$ cat src/hdl/flp_pkg.sv
`default_nettype none
package flp_pkg;

  localparam int SAMPLE_WIDTH = 16;
  localparam int STATE_WIDTH  = 24;
  localparam int CUTOFF_MAX   = 8140;

  localparam int CUTOFF_W = 14;
  localparam int RES_W    = 16;
  localparam int FC_W     = $clog2(CUTOFF_MAX + 1);
  localparam int NSTAGES  = 4;
  localparam int STG_W    = $clog2(NSTAGES);

  localparam int STATE_FRAC  = STATE_WIDTH - 5;
  localparam int SAMPLE_FRAC = SAMPLE_WIDTH - 1;
  localparam int FRAC_SHIFT  = STATE_FRAC - SAMPLE_FRAC;
  localparam int OUT_HALF    = 2 ** (FRAC_SHIFT - 1);

  localparam int COEF_FRAC = 16;
  localparam int Q16_ONE   = 65536;
  localparam int Q16_HALF  = 32768;
  localparam int COEF_03   = 19661;
  localparam int COEF_PT1  = 50412;
  localparam int FB_SHIFT  = 12;
  localparam int FB_HALF   = 2048;
  localparam int RES_MAX   = 4 * 4096;

  localparam int PT_DIV    = 7100;
  localparam int PT_BIAS   = 3550;
  localparam int RED_KNEE  = 3800;
  localparam int RED_DIV   = 8600;
  localparam int RED_BIAS  = 4300;
  localparam int RED_SHIFT = 12;

  localparam int MUL_AW = STATE_WIDTH + 2;
  localparam int MUL_BW = 18;
  localparam int MUL_PW = MUL_AW + MUL_BW + 1;
  localparam int MUL_CW = $clog2(MUL_BW);
  localparam int PTQ_W  = 18;

  localparam int DIV_DW = 30;
  localparam int DIV_VW = 14;
  localparam int DIV_CW = $clog2(DIV_DW);

  typedef enum logic [3:0] {
    ST_IDLE,
    ST_DIV_RED,
    ST_DIV_PT,
    ST_MUL_PT1,
    ST_MUL_FB,
    ST_MUL_PREV,
    ST_MUL_IN,
    ST_MUL_OUT,
    ST_OUT
  } state_t;

  typedef struct packed {
    logic                     start;
    logic signed [MUL_AW-1:0] a;
    logic signed [MUL_BW-1:0] b;
    logic signed [MUL_PW-1:0] c;
  } mul_req_t;

  typedef struct packed {
    logic              start;
    logic [DIV_DW-1:0] dividend;
    logic [DIV_VW-1:0] divisor;
  } div_req_t;

endpackage
`default_nettype wire

$ cat src/hdl/flp_if.sv
`default_nettype none
interface flp_in_if;
  logic                                    valid;
  logic                                    ready;
  logic                                    action;
  logic signed [flp_pkg::SAMPLE_WIDTH-1:0] audio_in;
  logic [flp_pkg::CUTOFF_W-1:0]            cutoff_hz;
  logic signed [flp_pkg::RES_W-1:0]        resonance;

  modport source (output valid, action, audio_in, cutoff_hz, resonance, input ready);
  modport sink (input valid, action, audio_in, cutoff_hz, resonance, output ready);
endinterface

interface flp_out_if;
  logic                                    valid;
  logic                                    ready;
  logic signed [flp_pkg::SAMPLE_WIDTH-1:0] audio_out;

  modport source (output valid, audio_out, input ready);
  modport sink (input valid, audio_out, output ready);
endinterface
`default_nettype wire

$ cat src/hdl/flp_sdiv.sv
`default_nettype none
module flp_sdiv (
  input  logic                         clk,
  input  logic                         rst_n,
  input  flp_pkg::div_req_t            req,
  output logic                         done,
  output logic [flp_pkg::DIV_DW-1:0]   quot
);

  logic [flp_pkg::DIV_DW-1:0] dq_r, dq_nxt;
  logic [flp_pkg::DIV_VW-1:0] rem_r, rem_nxt;
  logic [flp_pkg::DIV_VW-1:0] dvs_r;
  logic [flp_pkg::DIV_CW-1:0] cnt_r;
  logic                       busy_r;
  logic                       done_r;
  logic [flp_pkg::DIV_VW:0]   trial;
  logic [flp_pkg::DIV_VW:0]   diff;
  logic                       ge;

  // One restoring step per cycle: the dividend shifts out at the top while
  // quotient bits shift in at the bottom of the same register.
  always_comb begin
    trial   = {rem_r, dq_r[flp_pkg::DIV_DW-1]};
    diff    = trial - {1'b0, dvs_r};
    ge      = (trial >= {1'b0, dvs_r});
    rem_nxt = ge ? diff[flp_pkg::DIV_VW-1:0] : trial[flp_pkg::DIV_VW-1:0];
    dq_nxt  = {dq_r[flp_pkg::DIV_DW-2:0], ge};
  end

  always_ff @(posedge clk) begin
    if (!rst_n) begin
      busy_r <= 1'b0;
      done_r <= 1'b0;
    end else begin
      done_r <= busy_r && (cnt_r == '0);
      if (req.start) begin
        busy_r <= 1'b1;
      end else if (busy_r && (cnt_r == '0)) begin
        busy_r <= 1'b0;
      end
    end
  end

  always_ff @(posedge clk) begin
    if (req.start) begin
      dq_r  <= req.dividend;
      rem_r <= '0;
      dvs_r <= req.divisor;
      cnt_r <= flp_pkg::DIV_CW'(flp_pkg::DIV_DW - 1);
    end else if (busy_r) begin
      dq_r  <= dq_nxt;
      rem_r <= rem_nxt;
      cnt_r <= cnt_r - flp_pkg::DIV_CW'(1);
    end
  end

  assign done = done_r;
  assign quot = dq_r;

endmodule
`default_nettype wire

$ cat src/hdl/flp_smul.sv
`default_nettype none
module flp_smul (
  input  logic                                clk,
  input  logic                                rst_n,
  input  flp_pkg::mul_req_t                   req,
  output logic                                done,
  output logic signed [flp_pkg::MUL_PW-1:0]   prod
);

  logic signed [flp_pkg::MUL_AW:0]   hi_r, hi_nxt;
  logic [flp_pkg::MUL_BW-1:0]        lo_r, lo_nxt;
  logic signed [flp_pkg::MUL_AW:0]   a_r;
  logic signed [flp_pkg::MUL_PW-1:0] c_r;
  logic signed [flp_pkg::MUL_PW-1:0] res_r;
  logic [flp_pkg::MUL_CW-1:0]        cnt_r;
  logic                              busy_r;
  logic                              fin_r;
  logic                              done_r;
  logic signed [flp_pkg::MUL_AW:0]   addend;
  logic signed [flp_pkg::MUL_AW:0]   sum;

  // The multiplier operand is consumed one bit per cycle from the bottom of
  // lo_r; its top bit carries negative weight.
  always_comb begin
    if (lo_r[0]) begin
      addend = (cnt_r == '0) ? -a_r : a_r;
    end else begin
      addend = '0;
    end
    sum    = hi_r + addend;
    hi_nxt = sum >>> 1;
    lo_nxt = {sum[0], lo_r[flp_pkg::MUL_BW-1:1]};
  end

  always_ff @(posedge clk) begin
    if (!rst_n) begin
      busy_r <= 1'b0;
      fin_r  <= 1'b0;
      done_r <= 1'b0;
    end else begin
      fin_r  <= busy_r && (cnt_r == '0);
      done_r <= fin_r;
      if (req.start) begin
        busy_r <= 1'b1;
      end else if (busy_r && (cnt_r == '0)) begin
        busy_r <= 1'b0;
      end
    end
  end

  always_ff @(posedge clk) begin
    if (req.start) begin
      hi_r  <= '0;
      lo_r  <= req.b;
      a_r   <= {req.a[flp_pkg::MUL_AW-1], req.a};
      c_r   <= req.c;
      cnt_r <= flp_pkg::MUL_CW'(flp_pkg::MUL_BW - 1);
    end else if (busy_r) begin
      hi_r  <= hi_nxt;
      lo_r  <= lo_nxt;
      cnt_r <= cnt_r - flp_pkg::MUL_CW'(1);
    end
    if (fin_r) begin
      res_r <= c_r + $signed({hi_r, lo_r});
    end
  end

  assign done = done_r;
  assign prod = res_r;

endmodule
`default_nettype wire

$ cat src/hdl/four_pole_ladder_lowpass.sv
// A filter request runs two 30-bit serial divisions and fourteen bit-serial 18-bit
// multiplications before its result; a clear goes straight to the output state.
// No new request is taken until the previous one has reached the output state.
// A new request is taken while the previous result still waits at the output.
// Reset (rst_n low, synchronous) zeroes all stage state and empties the output.
`default_nettype none
module four_pole_ladder_lowpass (
  input  logic       clk,
  input  logic       rst_n,
  flp_in_if.sink     in_ch,
  flp_out_if.source  out_ch
);

  localparam int SW = flp_pkg::STATE_WIDTH;
  localparam int PW = flp_pkg::MUL_PW;
  localparam int AW = flp_pkg::MUL_AW;
  localparam int BW = flp_pkg::MUL_BW;
  localparam int OW = flp_pkg::STATE_WIDTH + 1;

  function automatic logic signed [SW-1:0] sat_state(input logic signed [PW-1:0] v);
    logic signed [PW-1:0] hi;
    logic signed [PW-1:0] lo;
    hi = {{(PW - SW + 1){1'b0}}, {(SW - 1){1'b1}}};
    lo = ~hi;
    if (v > hi) begin
      return hi[SW-1:0];
    end else if (v < lo) begin
      return lo[SW-1:0];
    end
    return v[SW-1:0];
  endfunction

  function automatic logic signed [flp_pkg::SAMPLE_WIDTH-1:0] sat_sample(
    input logic signed [OW-1:0] v);
    logic signed [OW-1:0] hi;
    logic signed [OW-1:0] lo;
    hi = {{(OW - flp_pkg::SAMPLE_WIDTH + 1){1'b0}}, {(flp_pkg::SAMPLE_WIDTH - 1){1'b1}}};
    lo = ~hi;
    if (v > hi) begin
      return hi[flp_pkg::SAMPLE_WIDTH-1:0];
    end else if (v < lo) begin
      return lo[flp_pkg::SAMPLE_WIDTH-1:0];
    end
    return v[flp_pkg::SAMPLE_WIDTH-1:0];
  endfunction

  flp_pkg::state_t state_r, state_nxt;
  logic            launch_r;
  logic [flp_pkg::STG_W-1:0] stage_r;

  logic signed [SW-1:0] pi_r [flp_pkg::NSTAGES];
  logic signed [SW-1:0] po_r [flp_pkg::NSTAGES];

  logic signed [flp_pkg::SAMPLE_WIDTH-1:0] x_r;
  logic [flp_pkg::FC_W-1:0]                fc_r;
  logic signed [flp_pkg::RES_W-1:0]        kc_r;
  logic [flp_pkg::PTQ_W-1:0]               ptq_r;
  logic signed [BW-1:0]                    pt1_r;
  logic signed [BW-1:0]                    npt_r;
  logic signed [SW-1:0]                    u_r;
  logic signed [AW-1:0]                    t_r;

  logic                                    out_valid_r;
  logic signed [flp_pkg::SAMPLE_WIDTH-1:0] out_data_r;

  logic in_ready;
  logic in_acc;
  logic out_free;

  flp_pkg::mul_req_t mul_req;
  flp_pkg::div_req_t div_req;
  logic                     mul_done;
  logic signed [PW-1:0]     mul_p;
  logic                     div_done;
  logic [flp_pkg::DIV_DW-1:0] div_quot;

  logic [flp_pkg::DIV_DW-1:0] red_dvd;
  logic [flp_pkg::DIV_DW-1:0] pt_dvd;
  logic signed [PW-1:0]       x_ext;
  logic signed [PW-1:0]       fb_diff;
  logic signed [PW-1:0]       p_sh;
  logic signed [AW-1:0]       p_lo;
  logic signed [AW-1:0]       t_new;
  logic signed [SW-1:0]       u_fb;
  logic signed [SW-1:0]       y_new;
  logic signed [OW-1:0]       out_rnd;

  flp_smul u_mul (
    .clk   (clk),
    .rst_n (rst_n),
    .req   (mul_req),
    .done  (mul_done),
    .prod  (mul_p)
  );

  flp_sdiv u_div (
    .clk   (clk),
    .rst_n (rst_n),
    .req   (div_req),
    .done  (div_done),
    .quot  (div_quot)
  );

  assign in_acc   = in_ch.valid && in_ready;
  assign out_free = !out_valid_r || out_ch.ready;

  always_comb begin
    if (flp_pkg::DIV_DW'(fc_r) > flp_pkg::DIV_DW'(flp_pkg::RED_KNEE)) begin
      red_dvd = ((flp_pkg::DIV_DW'(fc_r) - flp_pkg::DIV_DW'(flp_pkg::RED_KNEE))
                 << flp_pkg::RED_SHIFT) + flp_pkg::DIV_DW'(flp_pkg::RED_BIAS);
    end else begin
      red_dvd = '0;
    end
    pt_dvd  = (flp_pkg::DIV_DW'(fc_r) << flp_pkg::COEF_FRAC)
              + flp_pkg::DIV_DW'(flp_pkg::PT_BIAS);
    x_ext   = PW'(x_r);
    fb_diff = (x_ext <<< flp_pkg::FRAC_SHIFT) - (mul_p >>> flp_pkg::FB_SHIFT);
    u_fb    = sat_state(fb_diff);
    p_sh    = mul_p >>> flp_pkg::COEF_FRAC;
    p_lo    = p_sh[AW-1:0];
    t_new   = AW'(u_r) + p_lo;
    y_new   = sat_state(p_sh);
    out_rnd = (OW'(po_r[flp_pkg::NSTAGES-1]) + OW'(flp_pkg::OUT_HALF))
              >>> flp_pkg::FRAC_SHIFT;
  end

  always_comb begin
    state_nxt = state_r;
    unique case (state_r)
      flp_pkg::ST_IDLE: begin
        if (in_acc) begin
          state_nxt = in_ch.action ? flp_pkg::ST_OUT : flp_pkg::ST_DIV_RED;
        end
      end
      flp_pkg::ST_DIV_RED: begin
        if (div_done) state_nxt = flp_pkg::ST_DIV_PT;
      end
      flp_pkg::ST_DIV_PT: begin
        if (div_done) state_nxt = flp_pkg::ST_MUL_PT1;
      end
      flp_pkg::ST_MUL_PT1: begin
        if (mul_done) state_nxt = flp_pkg::ST_MUL_FB;
      end
      flp_pkg::ST_MUL_FB: begin
        if (mul_done) state_nxt = flp_pkg::ST_MUL_PREV;
      end
      flp_pkg::ST_MUL_PREV: begin
        if (mul_done) state_nxt = flp_pkg::ST_MUL_IN;
      end
      flp_pkg::ST_MUL_IN: begin
        if (mul_done) state_nxt = flp_pkg::ST_MUL_OUT;
      end
      flp_pkg::ST_MUL_OUT: begin
        if (mul_done) begin
          if (stage_r == flp_pkg::STG_W'(flp_pkg::NSTAGES - 1)) begin
            state_nxt = flp_pkg::ST_OUT;
          end else begin
            state_nxt = flp_pkg::ST_MUL_PREV;
          end
        end
      end
      flp_pkg::ST_OUT: begin
        if (out_free) state_nxt = flp_pkg::ST_IDLE;
      end
      default: state_nxt = flp_pkg::ST_IDLE;
    endcase
  end

  always_comb begin
    in_ready = 1'b0;
    mul_req  = '0;
    div_req  = '0;
    unique case (state_r)
      flp_pkg::ST_IDLE: begin
        in_ready = 1'b1;
      end
      flp_pkg::ST_DIV_RED: begin
        div_req.start    = !launch_r;
        div_req.dividend = red_dvd;
        div_req.divisor  = flp_pkg::DIV_VW'(flp_pkg::RED_DIV);
      end
      flp_pkg::ST_DIV_PT: begin
        div_req.start    = !launch_r;
        div_req.dividend = pt_dvd;
        div_req.divisor  = flp_pkg::DIV_VW'(flp_pkg::PT_DIV);
      end
      flp_pkg::ST_MUL_PT1: begin
        mul_req.start = !launch_r;
        mul_req.a     = AW'(ptq_r);
        mul_req.b     = BW'(flp_pkg::COEF_PT1);
        mul_req.c     = PW'(flp_pkg::Q16_HALF);
      end
      flp_pkg::ST_MUL_FB: begin
        mul_req.start = !launch_r;
        mul_req.a     = AW'(po_r[flp_pkg::NSTAGES-1]);
        mul_req.b     = BW'(kc_r);
        mul_req.c     = PW'(flp_pkg::FB_HALF);
      end
      flp_pkg::ST_MUL_PREV: begin
        mul_req.start = !launch_r;
        mul_req.a     = AW'(pi_r[0]);
        mul_req.b     = BW'(flp_pkg::COEF_03);
        mul_req.c     = PW'(flp_pkg::Q16_HALF);
      end
      flp_pkg::ST_MUL_IN: begin
        mul_req.start = !launch_r;
        mul_req.a     = t_r;
        mul_req.b     = pt1_r;
        mul_req.c     = PW'(flp_pkg::Q16_HALF);
      end
      flp_pkg::ST_MUL_OUT: begin
        // The previous product still sits in the multiplier and is accumulated.
        mul_req.start = !launch_r;
        mul_req.a     = AW'(po_r[0]);
        mul_req.b     = npt_r;
        mul_req.c     = mul_p;
      end
      flp_pkg::ST_OUT: begin
      end
      default: begin
      end
    endcase
  end

  always_ff @(posedge clk) begin
    if (!rst_n) begin
      state_r     <= flp_pkg::ST_IDLE;
      launch_r    <= 1'b0;
      stage_r     <= '0;
      out_valid_r <= 1'b0;
      for (int j = 0; j < flp_pkg::NSTAGES; j++) begin
        pi_r[j] <= '0;
        po_r[j] <= '0;
      end
    end else begin
      state_r <= state_nxt;
      if (mul_done || div_done) begin
        launch_r <= 1'b0;
      end else if (mul_req.start || div_req.start) begin
        launch_r <= 1'b1;
      end
      if (in_acc) begin
        stage_r <= '0;
        if (in_ch.action) begin
          for (int j = 0; j < flp_pkg::NSTAGES; j++) begin
            pi_r[j] <= '0;
            po_r[j] <= '0;
          end
        end
      end
      // Stage state rotates so that the stage at work is always at the head.
      if ((state_r == flp_pkg::ST_MUL_OUT) && mul_done) begin
        stage_r <= stage_r + flp_pkg::STG_W'(1);
        for (int j = 0; j < flp_pkg::NSTAGES - 1; j++) begin
          pi_r[j] <= pi_r[j+1];
          po_r[j] <= po_r[j+1];
        end
        pi_r[flp_pkg::NSTAGES-1] <= u_r;
        po_r[flp_pkg::NSTAGES-1] <= y_new;
      end
      if ((state_r == flp_pkg::ST_OUT) && out_free) begin
        out_valid_r <= 1'b1;
      end else if (out_ch.ready) begin
        out_valid_r <= 1'b0;
      end
    end
  end

  always_ff @(posedge clk) begin
    if (in_acc) begin
      x_r <= in_ch.audio_in;
      if (in_ch.cutoff_hz > flp_pkg::CUTOFF_W'(flp_pkg::CUTOFF_MAX)) begin
        fc_r <= flp_pkg::FC_W'(flp_pkg::CUTOFF_MAX);
      end else begin
        fc_r <= in_ch.cutoff_hz[flp_pkg::FC_W-1:0];
      end
      if (in_ch.resonance < 0) begin
        kc_r <= '0;
      end else if (in_ch.resonance > flp_pkg::RES_W'(flp_pkg::RES_MAX)) begin
        kc_r <= flp_pkg::RES_W'(flp_pkg::RES_MAX);
      end else begin
        kc_r <= in_ch.resonance;
      end
    end
    if ((state_r == flp_pkg::ST_DIV_RED) && div_done) begin
      kc_r <= kc_r - flp_pkg::RES_W'(div_quot);
    end
    if ((state_r == flp_pkg::ST_DIV_PT) && div_done) begin
      ptq_r <= div_quot[flp_pkg::PTQ_W-1:0];
    end
    if ((state_r == flp_pkg::ST_MUL_PT1) && mul_done) begin
      pt1_r <= mul_p[flp_pkg::COEF_FRAC +: BW];
      npt_r <= BW'(flp_pkg::Q16_ONE) - BW'(ptq_r);
    end
    if ((state_r == flp_pkg::ST_MUL_FB) && mul_done) begin
      u_r <= u_fb;
    end
    if ((state_r == flp_pkg::ST_MUL_PREV) && mul_done) begin
      t_r <= t_new;
    end
    if ((state_r == flp_pkg::ST_MUL_OUT) && mul_done) begin
      u_r <= y_new;
    end
    if ((state_r == flp_pkg::ST_OUT) && out_free) begin
      out_data_r <= sat_sample(out_rnd);
    end
  end

  assign in_ch.ready      = in_ready;
  assign out_ch.valid     = out_valid_r;
  assign out_ch.audio_out = out_data_r;

endmodule
`default_nettype wire
$ cat src/flat_wrapper.sv
// flat-port wrapper written by rule: the top's interface ports become plain ports
module four_pole_ladder_lowpass_flat 
  (clk, rst_n, in_ch_valid, in_ch_action, in_ch_audio_in, in_ch_cutoff_hz, in_ch_resonance, in_ch_ready, out_ch_valid, out_ch_audio_out, out_ch_ready);
  flp_in_if in_ch_i ();
  flp_out_if out_ch_i ();
  input  logic clk;
  input  logic rst_n;
  input wire logic [$bits(in_ch_i.valid)-1:0] in_ch_valid;
  input wire logic [$bits(in_ch_i.action)-1:0] in_ch_action;
  input wire logic [$bits(in_ch_i.audio_in)-1:0] in_ch_audio_in;
  input wire logic [$bits(in_ch_i.cutoff_hz)-1:0] in_ch_cutoff_hz;
  input wire logic [$bits(in_ch_i.resonance)-1:0] in_ch_resonance;
  output wire logic [$bits(in_ch_i.ready)-1:0] in_ch_ready;
  output wire logic [$bits(out_ch_i.valid)-1:0] out_ch_valid;
  output wire logic [$bits(out_ch_i.audio_out)-1:0] out_ch_audio_out;
  input wire logic [$bits(out_ch_i.ready)-1:0] out_ch_ready;
  assign in_ch_i.valid = in_ch_valid;
  assign in_ch_i.action = in_ch_action;
  assign in_ch_i.audio_in = in_ch_audio_in;
  assign in_ch_i.cutoff_hz = in_ch_cutoff_hz;
  assign in_ch_i.resonance = in_ch_resonance;
  assign in_ch_ready = in_ch_i.ready;
  assign out_ch_valid = out_ch_i.valid;
  assign out_ch_audio_out = out_ch_i.audio_out;
  assign out_ch_i.ready = out_ch_ready;
  four_pole_ladder_lowpass u_core (.clk(clk), .rst_n(rst_n), .in_ch(in_ch_i), .out_ch(out_ch_i));
endmodule
$ cat config.mk
export PLATFORM = sky130hd
export DESIGN_NAME = four_pole_ladder_lowpass_flat
export DESIGN_NICKNAME = d
export VERILOG_FILES = /design/src/hdl/flp_pkg.sv /design/src/hdl/flp_if.sv /design/src/hdl/flp_sdiv.sv /design/src/hdl/flp_smul.sv /design/src/hdl/four_pole_ladder_lowpass.sv /design/src/flat_wrapper.sv
export SDC_FILE = /design/constraint.sdc
export NUM_CORES = 1
export LEC_CHECK = 0
export BUFFER_PORTS_ARGS = -buffer_cell sky130_fd_sc_hd__buf_2
export CORE_UTILIZATION = 40
export DETAILED_ROUTE_END_ITERATION = 10
export SYNTH_ARGS = -nofsm -noshare
export SYNTH_HDL_FRONTEND = slang
export SYNTH_SLANG_ARGS = --single-unit
$ cat constraint.sdc
create_clock -name clk -period 5.5 [get_ports clk]
set_clock_uncertainty 0.05 [all_clocks]
set_input_delay 0.275 -clock clk [delete_from_list [all_inputs] [get_ports clk]]
set_output_delay 0.275 -clock clk [all_outputs]
set_load 0.02 [all_outputs]
Word level (Yosys, flattened, before mapping)
Memories as Yosys holds them, arrays and structs flattened.
Cells that the tools add are included.
Operators by class
  $add $sub $neg: 15
  div/mod/pow operators: 0
  bitwise logic cells: 17
  shifts and indexed selects: 0
  multiply operators: 0
  muxes and demuxes: 77
  eq/ne operators: 18
  magnitude comparators: 11
  reduce and logical (&&, ||, !) cells: 28
Operators with widths (count)
  $mux W24: 24
  $pmux W90 S5: 1
  $mux W16: 7
  $mux W30: 3
  $pmux W45 S2: 1
  $mux W27: 2
  $add A45 B44 Y45: 1
  $gt A45 B24 Y1 const B: 1
  $lt A45 B24 Y1 const B: 1
  $mux W4: 11
  $mux W18: 2
  $pmux W4 S9: 1
  $sub A20 B33 Y34: 1
  $add A29 B12 Y30 const B: 1
  $add A30 B13 Y30 const B: 1
  $gt A29 B24 Y1 const B: 1
  $lt A29 B24 Y1 const B: 1
  $add A26 B27 Y27: 1
  $neg A26 Y27: 1
  $add A24 B26 Y26: 1
  $add A24 B5 Y25 const B: 1
  $mux W1: 22
  $gt A21 B16 Y1 const B: 1
  $lt A21 B16 Y1 const B: 1
  other kinds (30): 78
Word-level totals
  bits in latches: 0
  input port bits: 51
  memories kept: 2
  output and inout port bits: 18
  word-level logic and storage cells: 196
  bits in registers: 406
  RAM bits: 192
  memory bits (read-only): 0
Memory list
  u_core.pi_r: words 4, bits a word 24, rd ports 4, clocked after Yosys merged registers in 0, wr ports 4, line four_pole_ladder_lowpass.sv:51  | logic signed [SW-1:0] pi_r [flp_pkg::NSTAGES];
  u_core.po_r: words 4, bits a word 24, rd ports 4, clocked after Yosys merged registers in 0, wr ports 4, line four_pole_ladder_lowpass.sv:52  | logic signed [SW-1:0] po_r [flp_pkg::NSTAGES];

Longest topological paths before layout
  depth after elaboration: 8
  mapped depth: 20
  mapped depth without buffers: 19

Modules after synthesis
From an unflattened synthesis, not the netlist that was laid out.
Unflattened totals
  cell total of the unflattened synthesis: 3110
  area total of the unflattened synthesis: 32986.6 um^2
Modules (own cells, without submodules)
  four_pole_ladder_lowpass: times used 1, area an instance 19761.5 um^2, cells each 1876, sequential area each 10400.0 um^2
  flp_smul: times used 1, area an instance 9778.1 um^2, cells each 926, sequential area each 4704.5 um^2
  flp_sdiv: times used 1, area an instance 3447.1 um^2, cells each 308, sequential area each 1741.7 um^2

Least setup slack after synthesis
Ideal clock, no wire load.
  path type: flip-flop to flip-flop
  from: register u_core.u_mul.cnt_r[0] in the netlist's numbering
  to: register u_core.u_mul.hi_r[24] in the netlist's numbering
  arrival: 4.443 ns
  path slack: 0.949 ns
  cell stages (with the launch flop): 19
  setup time: 0.058 ns
  period minus slack after synthesis: 4.551 ns
  cells stage by stage: dfxtp_1 > inv_1 > ha_1 > nor4b_1 > clkbuf_1 > o41ai_1 > xnor2_1 > and2_1 > ha_1 > a21o_1 > a21oi_1 > nand2_1 > nor3_1 > a311oi_1 > or4b_1 > a31o_2 > a21o_1 > a2111oi_0 > or3b_1
On the way
  longest elaborated chain between the ends: 4
Ends and longest elaborated chain
  start, declared: line flp_smul.sv:15  | logic [flp_pkg::MUL_CW-1:0] cnt_r;
  start signal, assigned: line flp_smul.sv:57  | cnt_r <= flp_pkg::MUL_CW'(flp_pkg::MUL_BW - 1);
  start signal, assigned: line flp_smul.sv:61  | cnt_r <= cnt_r - flp_pkg::MUL_CW'(1);
  $logic_not A5 Y1: line flp_smul.sv:26  | addend = (cnt_r == '0) ? -a_r : a_r;
  $mux W27: line flp_smul.sv:26
  $mux W27: line flp_smul.sv:25  | if (lo_r[0]) begin
  $add A26 B27 Y27: line flp_smul.sv:30  | sum = hi_r + addend;
  end signal, assigned: line flp_smul.sv:59  | hi_r <= hi_nxt;
  end, declared: line flp_smul.sv:10  | logic signed [flp_pkg::MUL_AW:0] hi_r, hi_nxt;
Every way passes these cells.
A chain may end at the register's enable or synchronous reset.

Worst setup path after layout
  from: register u_core.u_mul.a_r[8] in the netlist's numbering
  to: register u_core.u_mul.hi_r[24] in the netlist's numbering
On the way
  longest elaborated chain between the ends: 4
Ends and longest elaborated chain
  start, declared: line flp_smul.sv:12  | logic signed [flp_pkg::MUL_AW:0] a_r;
  start signal, assigned: line flp_smul.sv:55  | a_r <= {req.a[flp_pkg::MUL_AW-1], req.a};
  $neg A26 Y27: line flp_smul.sv:26
  $mux W27 *: line flp_smul.sv:26
  $mux W27 *: line flp_smul.sv:25
  $add A26 B27 Y27 *: line flp_smul.sv:30
Mark *: on every way between the ends. The rest lies on a longest branch, timed or not.

==> impl_metrics.json <==
{
  "status": "complete, no violations",
  "hpwl_mm": 63.9,
  "synthXorXnorAreaFrac": 0.0542,
  "yosysWarningCount": 0,
  "drcViolationCount": 0,
  "synth_area_per_cell_um2": 10.7,
  "vdd_drop_max_v": 0.000202,
  "netlist_area_um2": 31200,
  "overflow": 0,
  "powerDensity_nw_per_um2": 409,
  "clkSlewWorstSetupHoldPaths_ps": 60,
  "finalSetupTns_ps": 0,
  "vias": 23700,
  "antenna_found_initial": 2,
  "fin_cells": 4089,
  "holdPathStages": 4,
  "routedWlPerCell_um": 22.0,
  "coreArea_um2": 77300,
  "final-setup-viol-count": 0,
  "min_to": "u_core.out_ch.valid",
  "crit_chain": "or4_1 -> nor4_1 -> or4b_1 -> o21ai_0 -> xnor2_1 -> and2_1 -> ha_1 -> a21o_1 -> a21oi_1 -> or4b_1 -> a31o_2 -> a21o_1 -> a2111oi_0 -> or3b_1",
  "portBuffers": 68,
  "antenna_left": 0,
  "reg2reg_from": "u_core.u_mul.a_r[8]",
  "critPathKind": "register to register",
  "row_count": 102,
  "layout.nets": 3218,
  "routed_wl_mm": 90.0,
  "synth_cell_types": 99,
  "maxCapViolations": 0,
  "gp_congestion": 0.920,
  "synth-seq-cells": 587,
  "rrSetupSlack_ps": 650,
  "cts_max_level": 3,
  "grt_max_degree": 76,
  "initial_core_util": 0.403,
  "clockRootBuffer": "clkbuf_16",
  "crit_fanout": 4,
  "hold_viol": 0,
  "synth-edff-count": 476,
  "die_w_um": 281,
  "end_kind": "register",
  "p_total_mw": 14.4,
  "syn_inst": 2910,
  "max-clock-path-buffers": 3,
  "async_flop_share": 0,
  "ys_seq_area_frac": 0.529,
  "dieArea_um2": 79100,
  "p_leak_nw": 13.9,
  "clock_sinks": 587,
  "synth_compound_area_frac": 0.150,
  "reg2reg_to": "u_core.u_mul.hi_r[24]",
  "hold_path_class": "input pin to register",
  "syn_to_final_growth_pct": 12.8,
  "maxSlewViolCount": 0,
  "globalRouteTotalUtil": 0.228,
  "maxSlewHeadroom": 0.193,
  "drive_above_1_share": 0.0850,
  "synthAdderAreaFrac": 0.0681,
  "cp.required_ps": 5990,
  "syn_nets": 3127,
  "tightest_slew_ps": 1200,
  "grt_pass1_vias": 23000,
  "die_h_um": 281,
  "pin_count": 69,
  "drtIter0Drc": 2424,
  "post-cts-setup-buffers": 0,
  "final_cell_mix": "edfxtp_1, nand2_1, a21oi_1",
  "clkLatencyLatePin_ps": 600,
  "synth_simple_gate_area_frac": 0.157,
  "synth.area.mux_share": 0.00610,
  "numPlacedInstances": 3921,
  "crit_slowest_cell": "or4_1",
  "start_kind": "register",
  "worstHoldStart": "out_ch_ready",
  "post_cts_resized": 0,
  "synth_top_family_by_area": "simple AND/OR/NAND/NOR gates",
  "layout_min_cycle_time_ps": 4850,
  "r2r_cells": 14,
  "rsz0062_at_grt": "false",
  "arrival_ps": 5340,
  "cts_tree": "yes",
  "holdWs_ps": 36.9,
  "finalCritPeriodShare": 0.882,
  "via_per_inst": 5.79,
  "numCtsBuffers": 66,
  "final_common_cell": "edfxtp_1",
  "grt_first_pass_wirelength_mm": 138,
  "dr.pass1.iters": 6,
  "ys.flop_type": "edfxtp_1",
  "worst_path_largest_cell_delay_ps": 620,
  "max_freq_ghz": 0.206
}
metal layers:
metal | global-route usage | wire length, um | vias to the layer above
met5 | 0 | 0 | -
met4 | 0.0743 | 2580 | 0
met3 | 0.0315 | 6240 | 127
met2 | 0.364 | 41100 | 885
met1 | 0.319 | 40100 | 11700
li1 | - | - | 11000
layout make-up:
type	count	area [um2]
Tap cell	1040	1300
Inverter	130	490
Clock buffer	83	1800
Antenna cell	1	2.50
Fill cell	7171	42100
Timing Repair Buffer	156	1150
Multi-Input combinational cell	2060	13700
Clock inverter	32	258
Sequential cell	587	16500
sequential cells by signal, indices dropped and copies added, names as in the netlist, 13 cells and up:
register and flops:
u_core.po_r 96, u_core.npt_r 18, u_core.u_div.rem_r 14, u_core.pt1_r 18
u_core.u_mul.prod 45, u_core.out_ch.audio_out 16, u_core.u_div.quot 30, u_core.fc_r 13
u_core.u_mul.c_r 45, u_core.u_mul.lo_r 18, u_core.u_r 24, u_core.t_r 26
u_core.u_mul.a_r 26, u_core.pi_r 96, u_core.x_r 16, u_core.kc_r 16
u_core.ptq_r 18, u_core.u_mul.hi_r 26
logic make-up after synthesis:
| family | Yosys count |
|---|---|
| adders and majority gates | 167 |
| AOI/OAI and AO/OA | 701 |
| DFF | 587 |
| xor gates and xnor gates | 193 |
| muxes | 19 |
| and+or+nand+nor | 980 |
| buffers and inverters | 263 |
worst max-delay path by stage:
stage / from / endpoint / slack, ps / cells after the start
2_1_floorplan: u_core.u_mul.cnt_r[0] / u_core.u_mul.hi_r[24] / 950 / 18
3_5_place_dp: u_core.u_mul.prod[23] / u_core.u_r[15] / 740 / 13
6_report: u_core.u_mul.a_r[8] / u_core.u_mul.hi_r[24] / 650 / 14
4_1_cts: u_core.u_mul.a_r[8] / u_core.u_mul.hi_r[24] / 690 / 14
3_3_place_gp: u_core.u_mul.a_r[8] / u_core.u_mul.hi_r[24] / 860 / 14
5_1_grt: u_core.u_mul.a_r[2] / u_core.u_mul.hi_r[25] / 230 / 17
cell usage after synthesis, drive strengths merged (25+ instances only):
master,n,area [um2]
a21o,64,480
nand3,51,255
nand2,307,1150
a21oi,211,1060
a31oi,25,163
nor2b,25,156
nor2,158,593
and2,53,332
a22oi,41,308
clkbuf,108,405
xor2,76,666
nand2b,27,169
a222oi,31,310
ha,161,2010
nor3,88,440
dfxtp,111,2220
inv,129,484
xnor2,117,1020
o21ai,127,639
and3,145,915
edfxtp,476,14300
report_power, final:
group / switching, mW / internal, mW / total, mW / leakage [nW]
clock network: 1.82 / 2.50 / 4.32 / 1.01
logic: 2.37 / 1.48 / 3.85 / 7.36
registers: 0.611 / 5.60 / 6.21 / 5.56
total: 4.80 / 9.58 / 14.4 / 13.9
per-stage QoR:
step / area (um2) / utilization / worst slack (ps)
floorplan: 31200 / - / 949
global placement: 32600 / 0.422 / 860
detailed placement: 32600 / 0.422 / 743
finish: 35200 / 0.455 / 649
CTS: 35200 / 0.455 / 687
global route: 35200 / 0.455 / 234
worst max-delay path: cells and delay by family, from the launching register on:
kind                     cells  cell delay [ps]
AO/OA/AOI/OAI                6             1510
XOR/XNOR                     1               90
adder cells (fa/ha/maj)      1              340
flip-flops                   1              440
AND/OR/NAND/NOR              6             2370
timing repair:
action                     in CTS  in global routing
hold endpoints to repair       43                  0
hold buffers                   52                  0
setup endpoints to repair       0                  0
(Power assumes the default switching activity.)
